===== config.mk =====
export PLATFORM = sky130hd
export DESIGN_NAME = mdc_ctrl
export DESIGN_NICKNAME = d
export VERILOG_FILES = /design/src/sv/maze_dfs_carver_top_macros.svh /design/src/sv/mdc_pkg.sv /design/src/sv/mdc_ctrl.sv
export SDC_FILE = /design/constraint.sdc
export NUM_CORES = 1
export LEC_CHECK = 0
export BUFFER_PORTS_ARGS = -buffer_cell sky130_fd_sc_hd__buf_2
export CAP_MARGIN = 20
export CORE_AREA = 8 8 45 47
export CTS_CLUSTER_DIAMETER = 100
export DETAILED_ROUTE_END_ITERATION = 10
export DIE_AREA = 0 0 53 55
export PLACE_DENSITY = 0.73
export RECOVER_POWER = 50
export SLEW_MARGIN = 10
export SYNTH_ARGS = -nofsm -noshare
export SYNTH_HDL_FRONTEND = slang
export SYNTH_SLANG_ARGS = --single-unit

===== constraint.sdc =====
create_clock -name clk -period 3 [get_ports clk]
set_input_delay 0.75 -clock clk [delete_from_list [all_inputs] [get_ports clk]]
set_output_delay 0.75 -clock clk [all_outputs]
set_load 0.02 [all_outputs]

===== src/sv/maze_dfs_carver_top_macros.svh =====
// ----------------------------------------------------------------------------
// maze_dfs_carver_top_macros.svh
// Assertion helpers used by the maze carver datapath.
// ----------------------------------------------------------------------------
`ifndef MAZE_DFS_CARVER_TOP_MACROS_SVH
`define MAZE_DFS_CARVER_TOP_MACROS_SVH

// Check a condition at every clock edge outside reset.
`define MDC_ALWAYS(label, clk, rst_n, cond, msg) \
  label: assert property (@(posedge clk) disable iff (!rst_n) (cond)) \
    else $error(msg);

// Check a condition in the cycle after a trigger, outside reset.
`define MDC_NEXT(label, clk, rst_n, trig, cond, msg) \
  label: assert property (@(posedge clk) disable iff (!rst_n) (trig) |=> (cond)) \
    else $error(msg);

`endif


===== src/sv/mdc_pkg.sv =====
// ----------------------------------------------------------------------------
// mdc_pkg
// Shared types and codes of the maze carver: payload structs, opcodes,
// directions, door bits and the controller/datapath link.
// ----------------------------------------------------------------------------
package mdc_pkg;

  localparam int CFG_IDX_W  = 2;
  localparam int CFG_DATA_W = 5;

  localparam logic [CFG_IDX_W-1:0] CFG_GRID_WIDTH  = 2'd0;
  localparam logic [CFG_IDX_W-1:0] CFG_GRID_HEIGHT = 2'd1;

  localparam logic [CFG_DATA_W-1:0] GRID_RESET = 5'd8;

  localparam logic [1:0] OP_RESTART = 2'd0;
  localparam logic [1:0] OP_STEP    = 2'd1;
  localparam logic [1:0] OP_READ    = 2'd2;

  localparam logic [1:0] DIR_PX = 2'd0;
  localparam logic [1:0] DIR_MX = 2'd1;
  localparam logic [1:0] DIR_PY = 2'd2;
  localparam logic [1:0] DIR_MY = 2'd3;

  localparam logic [3:0] DOOR_LEFT  = 4'b0001;
  localparam logic [3:0] DOOR_RIGHT = 4'b0010;
  localparam logic [3:0] DOOR_FRONT = 4'b0100;
  localparam logic [3:0] DOOR_BACK  = 4'b1000;

  // Mark memory read address select
  localparam logic [1:0] RS_WALK = 2'd0;
  localparam logic [1:0] RS_IDX  = 2'd1;
  localparam logic [1:0] RS_SCAN = 2'd2;

  typedef struct packed {
    logic [1:0] opcode;
    logic [1:0] direction;
    logic [7:0] room_index;
  } in_item_t;

  typedef struct packed {
    logic       carved;
    logic [3:0] walker_x;
    logic [3:0] walker_y;
    logic       finished;
    logic [3:0] door_bits;
    logic [8:0] rooms_visited;
  } out_item_t;

  typedef struct packed {
    logic       clear;
    logic       load;
    logic       restart;
    logic [1:0] rd_src;
    logic       scan;
    logic       pop;
    logic       take_doors;
    logic       wr_old;
    logic       carve;
    logic       emit;
  } cmd_t;

  typedef struct packed {
    logic [1:0] op;
    logic       fin;
    logic       idx_ok;
    logic       scan_last;
    logic       can_pop;
    logic       can_carve;
    logic       clear_last;
    logic       out_free;
  } sts_t;

  // Door set on the room the walker leaves
  function automatic logic [3:0] door_own(input logic [1:0] d);
    logic [3:0] r;
    unique case (d)
      DIR_PX: r = DOOR_LEFT;
      DIR_MX: r = DOOR_RIGHT;
      DIR_PY: r = DOOR_FRONT;
      DIR_MY: r = DOOR_BACK;
    endcase
    return r;
  endfunction

  // Door set on the room the walker enters
  function automatic logic [3:0] door_other(input logic [1:0] d);
    logic [3:0] r;
    unique case (d)
      DIR_PX: r = DOOR_RIGHT;
      DIR_MX: r = DOOR_LEFT;
      DIR_PY: r = DOOR_BACK;
      DIR_MY: r = DOOR_FRONT;
    endcase
    return r;
  endfunction

endpackage


===== src/sv/mdc_ctrl.sv =====
// ----------------------------------------------------------------------------
// mdc_ctrl
// Sequencer of the maze carver: clearing pass, decode, neighbour scan,
// backtrack pops, carving writes and result hand-off.
// ----------------------------------------------------------------------------
module mdc_ctrl (
  input  logic          clk,
  input  logic          rst_n,
  input  logic          in_valid,
  output logic          in_stall,
  input  mdc_pkg::sts_t sts,
  output mdc_pkg::cmd_t cmd
);
  import mdc_pkg::*;

  localparam logic [3:0] ST_CLEAR_RST = 4'd0;
  localparam logic [3:0] ST_CLEAR_OP  = 4'd1;
  localparam logic [3:0] ST_IDLE      = 4'd2;
  localparam logic [3:0] ST_DECODE    = 4'd3;
  localparam logic [3:0] ST_DOOR_RD   = 4'd4;
  localparam logic [3:0] ST_DOOR_LD   = 4'd5;
  localparam logic [3:0] ST_SCAN      = 4'd6;
  localparam logic [3:0] ST_EVAL      = 4'd7;
  localparam logic [3:0] ST_POP_LD    = 4'd8;
  localparam logic [3:0] ST_CARVE_OLD = 4'd9;
  localparam logic [3:0] ST_CARVE_NEW = 4'd10;
  localparam logic [3:0] ST_DONE      = 4'd11;

  logic [3:0] state_r;
  logic [3:0] state_nxt;

  always_ff @(posedge clk) begin
    if (!rst_n) begin
      state_r <= ST_CLEAR_RST;
    end else begin
      state_r <= state_nxt;
    end
  end

  assign in_stall = (state_r != ST_IDLE);

  always_comb begin
    cmd       = '0;
    state_nxt = state_r;
    unique case (state_r)
      ST_CLEAR_RST: begin
        cmd.clear = 1'b1;
        if (sts.clear_last) state_nxt = ST_IDLE;
      end
      ST_CLEAR_OP: begin
        cmd.clear = 1'b1;
        if (sts.clear_last) state_nxt = ST_DONE;
      end
      ST_IDLE: begin
        if (in_valid) begin
          cmd.load  = 1'b1;
          state_nxt = ST_DECODE;
        end
      end
      ST_DECODE: begin
        unique case (sts.op)
          OP_RESTART: begin
            cmd.restart = 1'b1;
            state_nxt   = ST_CLEAR_OP;
          end
          OP_STEP: begin
            state_nxt = sts.fin ? ST_DOOR_RD : ST_SCAN;
          end
          OP_READ: begin
            state_nxt = sts.idx_ok ? ST_DOOR_RD : ST_DONE;
          end
          default: begin
            state_nxt = ST_DONE;
          end
        endcase
      end
      ST_DOOR_RD: begin
        cmd.rd_src = (sts.op == OP_READ) ? RS_IDX : RS_WALK;
        state_nxt  = ST_DOOR_LD;
      end
      ST_DOOR_LD: begin
        cmd.take_doors = 1'b1;
        state_nxt      = ST_DONE;
      end
      ST_SCAN: begin
        cmd.scan   = 1'b1;
        cmd.rd_src = RS_SCAN;
        if (sts.scan_last) state_nxt = ST_EVAL;
      end
      ST_EVAL: begin
        // walker doors are read here for both the carve and the miss path
        cmd.rd_src = RS_WALK;
        priority if (sts.can_pop) begin
          state_nxt = ST_POP_LD;
        end else if (sts.can_carve) begin
          state_nxt = ST_CARVE_OLD;
        end else begin
          state_nxt = ST_DOOR_LD;
        end
      end
      ST_POP_LD: begin
        cmd.pop   = 1'b1;
        state_nxt = ST_SCAN;
      end
      ST_CARVE_OLD: begin
        cmd.wr_old = 1'b1;
        state_nxt  = ST_CARVE_NEW;
      end
      ST_CARVE_NEW: begin
        cmd.carve = 1'b1;
        state_nxt = ST_DONE;
      end
      ST_DONE: begin
        if (sts.out_free) begin
          cmd.emit  = 1'b1;
          state_nxt = ST_IDLE;
        end
      end
      default: begin
        state_nxt = ST_CLEAR_RST;
      end
    endcase
  end

endmodule


==> results of run 1 <==
==> cell usage after synthesis (2+ instances only) <==
cell type,count
nor3_1,2
o21ai_0,3
nand2b_1,4
and3_1,2
a211oi_1,3
a21o_1,2
buf_2,2
buf_4,3
nand2_1,9
o21ai_1,4
nor2_1,8
nor2b_1,3
dfxtp_1,4
==> power groups by stage <==
stage | Combinational (mW) | Clock (mW) | Sequential (mW)
floorplan | 0.211 | 0 | 0.0829
global placement | 0.243 | 0 | 0.102
detailed placement | 0.245 | 0 | 0.103
CTS | 0.246 | 0.0693 | 0.102
global route | 0.260 | 0.0766 | 0.105
finish | 0.235 | 0.0685 | 0.102
==> through the flow <==
| step | util [%] | worst slack (ns) | std cells | cell area, um^2 | hold slack [ns] |
|---|---|---|---|---|---|
| after floorplan | - | 0.676 | 72 | 538 | 0.632 |
| after global placement | 46.0 | 0.836 | 106 | 637 | 0.638 |
| after detailed placement | 46.0 | 0.827 | 106 | 637 | 0.642 |
| after CTS | 47.6 | 0.600 | 109 | 659 | 0.648 |
| after global routing | 46.9 | 0.478 | 109 | 649 | 0.682 |
| final | 46.9 | 0.605 | 109 | 649 | 0.647 |
==> cell families after synthesis <==
family / after synthesis / synth area share [%]
simple gates: 38 / 40.7
compound gates: 21 / 30.9
buf+inv: 7 / 8.84
flops: 4 / 14.9
mux: 2 / 4.65
==> layer usage <==
metal / up-vias / global-route usage, % / wire, um
met5: - / 0 / 0
met4: 0 / 6.47 / 17
met3: 2 / 3.74 / 133
met2: 24 / 13.9 / 578
met1: 265 / 12.0 / 661
li1: 306 / - / -
==> area by class of cell <==
class / instances / area (um^2)
Fill cell: 150 / 734
Multi-Input combinational cell: 61 / 405
Timing Repair Buffer: 24 / 118
Sequential cell: 4 / 80.1
Clock buffer: 3 / 22.5
Tap cell: 16 / 20.0
Inverter: 1 / 3.75
==> critical path: stages, from the launching register on <==
cell and delay [ns]:
dfxtp_1 0.68, nand2b_1 0.20, nor4b_1 0.30, buf_2 0.21
==> worst max path at each step <==
stage	start	to	slack (ns)
after floorplan	sts[8]	cmd[6]	0.68
after global routing	state_r[2]$_SDFFE_PN0P_	cmd[6]	0.48
after detailed placement	sts[8]	cmd[6]	0.83
after global placement	sts[8]	cmd[6]	0.84
after CTS	state_r[2]$_SDFFE_PN0P_	cmd[6]	0.60
final	state_r[2]$_SDFFE_PN0P_	cmd[6]	0.61
==> cell usage in the layout (no fill, tap or decap), drive strengths merged, types with 3 or more instances in the layout <==
master	instances
buf	20
nand2	9
nor2	9
o21ai	7
clkbuf	7
nand2b	4
dfxtp	4
nor2b	3
a211oi	3
nor3	3
==> results.sh, run 1 <==
export IMPL_status="complete, no violations"
export IMPL_cts_max_level=1
export IMPL_syn_area_um2=538
export IMPL_avgSynthCellArea_um2=7.47
export IMPL_cts_made_buffers=3
export IMPL_fin_nets=107
export IMPL_cts_sinks=4
export IMPL_cts_tree="done"
export IMPL_switchingPower_mw=0.195
export IMPL_syn_nets=84
export IMPL_drv_cap=0
export IMPL_synth_area_leaders="dfxtp_1 (15%), nand2_1 (6.3%), nor2_1 (5.6%)"
export IMPL_vias=597
export IMPL_ios=24
export IMPL_synth_seq_cells=4
export IMPL_critPathMaxFanout=20
export IMPL_drcViolationCount=0
export IMPL_core_area_um2=1380
export IMPL_synth_cell_types=36
export IMPL_yosys_area_top_type="dfxtp_1"
export IMPL_antenna_left=0
export IMPL_cellPowerDensity_nw_per_um2=625
export IMPL_start_util_pct=38.9
export IMPL_synth_top_cell_area_share_pct=14.9
export IMPL_postSynthCellCount=72
export IMPL_cts_setup_buffers=0
export IMPL_wl_per_cell_um=12.8
export IMPL_power_frac_clock_pct=16.9
export IMPL_final_hold_viol_count=0
export IMPL_synth_edff_count=0
export IMPL_internal_power_mw=0.210
export IMPL_totalWireLength_um=1390
export IMPL_place_congestion=0.851
export IMPL_first_pass_iters=4
export IMPL_rsz0062_at_grt="false"
export IMPL_grt_max_degree=21
export IMPL_rrSetupSlack_ns=1.46
export IMPL_track_usage_pct=9.78
export IMPL_drive_gt1_share_pct=32.3
export IMPL_cts_hold_buf=0
export IMPL_largestRegisters="state_r x4"
export IMPL_grt_overflow_total=0
export IMPL_hold_depth=3
export IMPL_rows=14
export IMPL_clkTransAtPathRegs_ns=0.04
export IMPL_ir_worst_vdd_mv=0.218
export IMPL_io_buffers=23
export IMPL_slew_headroom_pct=61.0
export IMPL_clockBufferDepth=2
export IMPL_start_kind="register"
export IMPL_max_freq_mhz=418
export IMPL_die_x_um=53
export IMPL_ff2ff_path_depth=3
export IMPL_largest_register="state_r"
export IMPL_clkLatencyLatePin_ns=0.24
export IMPL_cts_resized=0
export IMPL_slew_violations=0
export IMPL_finalPower_mw=0.406
export IMPL_power_leakage_nw=0.295
export IMPL_final_min_clock_period_ns=2.39
export IMPL_cp_arrival_ns=1.64
export IMPL_routed_via_density=5.48
export IMPL_diodes=0
export IMPL_root_buffer="clkbuf_4"
export IMPL_largest_register_ffs=4
export IMPL_yosysSeqAreaShare_pct=14.9
export IMPL_yosysWarnings=0
export IMPL_ys_async_sr_fraction_pct=0
export IMPL_fin_crit_sh_pct=79.8
export IMPL_final_setup_tns_ns=0
export IMPL_worstPathRequired_ns=2.25
export IMPL_holdPathEnd="state_r[1]$_SDFFE_PN0P_"
export IMPL_comb_power_share_pct=58.0
export IMPL_min_from="state_r[1]$_SDFFE_PN0P_"
export IMPL_sw_frac_of_total_pct=48.2
export IMPL_grt_pass1_vias=509
export IMPL_grt_pass1_wl_um=2180
export IMPL_setup_viol=0
export IMPL_p_seq_share_pct=25.2
export IMPL_syn_to_final_growth_pct=20.7
export IMPL_grt_antenna_before_repair=0
export IMPL_tightest_slew_ns=0.584
export IMPL_dieArea_um2=2920
export IMPL_crit_path_end_kind="output pin"
export IMPL_path_class="reg -> out"
export IMPL_ys_flop_type="dfxtp_1"
export IMPL_min_path_type="reg -> reg"
export IMPL_final_setup_skew_ns=0.00567
export IMPL_r2r_start="state_r[2]$_SDFFE_PN0P_"
export IMPL_hpwlAfterDp_um=1080
export IMPL_die_h_um=55
export IMPL_drt_iter0_drc=11
export IMPL_worstReg2RegEnd="state_r[1]$_SDFFE_PN0P_"
No activity file was read; power rests on OpenSTA's default activity.
==> run 2, diff against run 1 <==
==> constraint.sdc (replaced) <==
create_clock -name clk -period 2.42 [get_ports clk]
set_input_delay 0.605 -clock clk [delete_from_list [all_inputs] [get_ports clk]]
set_output_delay 0.605 -clock clk [all_outputs]
set_load 0.02 [all_outputs]
==> results.sh, run 2 (same netlist as run 1, synthesis figures left out) <==
export IMPL_status="complete, no violations"
export IMPL_cp_slowest_cell="dfxtp_1"
export IMPL_cellPowerDensity_nw_per_um2=778
export IMPL_cts_resized=0
export IMPL_critPathMaxFanout=20
export IMPL_grt_pass1_wl_um=2140
export IMPL_cts_made_buffers=3
export IMPL_drive_gt1_share_pct=31.9
export IMPL_final_setup_tns_ns=0
export IMPL_clkLatencyLatePin_ns=0.23
export IMPL_die_x_um=53
export IMPL_max_stage_delay_ns=0.68
export IMPL_whs_ns=0.570
export IMPL_drv_cap=0
export IMPL_critical_path_buf_inv_count=1
export IMPL_ff2ff_path_depth=3
export IMPL_place_congestion=0.861
export IMPL_antenna_left=0
export IMPL_holdPathEnd="state_r[0]$_SDFFE_PN0P_"
export IMPL_grt_pass1_vias=482
export IMPL_crit_path_end_kind="output pin"
export IMPL_final_hold_viol_count=0
export IMPL_rrSetupSlack_ns=0.85
export IMPL_dieArea_um2=2920
export IMPL_wl_per_cell_um=12.4
export IMPL_clockBufferDepth=2
export IMPL_rsz0062_at_grt="false"
export IMPL_cts_max_level=1
export IMPL_fillers=154
export IMPL_ios=24
export IMPL_grt_max_degree=21
export IMPL_hold_depth=2
export IMPL_cts_hold_buf=0
export IMPL_slew_headroom_pct=61.3
export IMPL_first_pass_iters=4
export IMPL_cts_sinks=4
export IMPL_largest_register_ffs=4
export IMPL_cp_arrival_ns=1.58
export IMPL_min_path_type="reg -> reg"
export IMPL_worstPathCellList="nand2b_1 -> nor4b_1 -> buf_2"
export IMPL_drcViolationCount=0
export IMPL_min_from="state_r[0]$_SDFFE_PN0P_"
export IMPL_clkTransAtPathRegs_ns=0.03
export IMPL_cts_setup_buffers=0
export IMPL_hpwlAfterDp_um=1060
export IMPL_start_util_pct=38.9
export IMPL_vias=572
export IMPL_grt_overflow_total=0
export IMPL_die_h_um=55
export IMPL_largest_register="state_r"
export IMPL_drt_iter0_drc=14
export IMPL_final_common_cell="buf_2"
export IMPL_cts_tree="done"
export IMPL_setup_viol=0
export IMPL_final_min_clock_period_ns=2.18
export IMPL_root_buffer="clkbuf_4"
export IMPL_core_area_um2=1380
export IMPL_grt_antenna_before_repair=0
export IMPL_rows=14
export IMPL_io_buffers=23
export IMPL_totalWireLength_um=1370
export IMPL_track_usage_pct=9.18
export IMPL_start_kind="register"
export IMPL_worstReg2RegEnd="state_r[1]$_SDFFE_PN0P_"
export IMPL_path_class="reg -> out"
export IMPL_fin_crit_sh_pct=90.2
export IMPL_fin_nets=108
export IMPL_max_freq_mhz=458
export IMPL_slew_violations=0
export IMPL_crit_family="flip-flops"
export IMPL_syn_to_final_growth_pct=21.6
export IMPL_power_leakage_nw=0.298
export IMPL_tightest_slew_ns=0.579
export IMPL_r2r_start="state_r[2]$_SDFFE_PN0P_"
export IMPL_ir_worst_vdd_mv=0.345
export IMPL_largestRegisters="state_r x4"
export IMPL_diodes=0
export IMPL_layout_common_cells="buf_2 (19), nand2_1 (9), nor2_1 (8)"
export IMPL_routed_via_density=5.20
export IMPL_final_setup_skew_ns=0.00167
export IMPL_worstPathRequired_ns=1.81
-- run 2: how the worst max path moves through the flow --
stage | from | to | slack [ns] | cells past startpoint
6_report | state_r[2]$_SDFFE_PN0P_ | cmd[6] | 0.24 | 3
5_1_grt | state_r[2]$_SDFFE_PN0P_ | cmd[6] | 0.12 | 3
4_1_cts | state_r[2]$_SDFFE_PN0P_ | cmd[6] | 0.23 | 3
3_5_place_dp | state_r[2]$_SDFFE_PN0P_ | cmd[6] | 0.49 | 3
3_3_place_gp | state_r[2]$_SDFFE_PN0P_ | cmd[6] | 0.51 | 3
2_1_floorplan | sts[8] | cmd[6] | 0.39 | 2
-- run 2: tightest hold or removal path: stages (launching register included) --
cell and delay (ns):
dfxtp_1 0.38, nand2_1 0.08, o21ai_0 0.06
-- run 2: stage by stage --
step	power, mW	instances	util, %	area, um^2	worst slack [ns]
2_1_floorplan	0.365	72	-	538	0.386
3_5_place_dp	0.441	107	46.6	644	0.488
6_report	0.509	110	47.3	654	0.236
4_1_cts	0.523	110	48.2	667	0.227
5_1_grt	0.551	110	47.3	654	0.121
3_3_place_gp	0.437	107	46.6	644	0.509
-- run 2: layout make-up --
class / count / area (um^2) / area share, %
Clock buffer: 3 / 22.5 / 3.44
Sequential cell: 4 / 80.1 / 12.2
Multi-Input combinational cell: 61 / 403 / 61.6
Inverter: 1 / 3.75 / 0.574
Timing Repair Buffer: 25 / 125 / 19.1
Tap cell: 16 / 20.0 / 3.06
-- run 2: power breakdown --
| part | total [mW] | leakage, nW | internal [mW] | switching, mW |
|---|---|---|---|---|
| sequential | 0.120 | 0.0328 | 0.0840 | 0.0358 |
| combinational | 0.310 | 0.252 | 0.127 | 0.183 |
| clock | 0.0792 | 0.0138 | 0.0552 | 0.0240 |
-- run 2: per-layer routing --
layer / vias to the layer above / wire length [um] / global-route usage [%]
li1: 306 / - / -
met4: 0 / 0 / 1.29
met2: 22 / 560 / 14.1
met1: 244 / 691 / 12.6
met5: - / 0 / 0
met3: 0 / 116 / 2.67
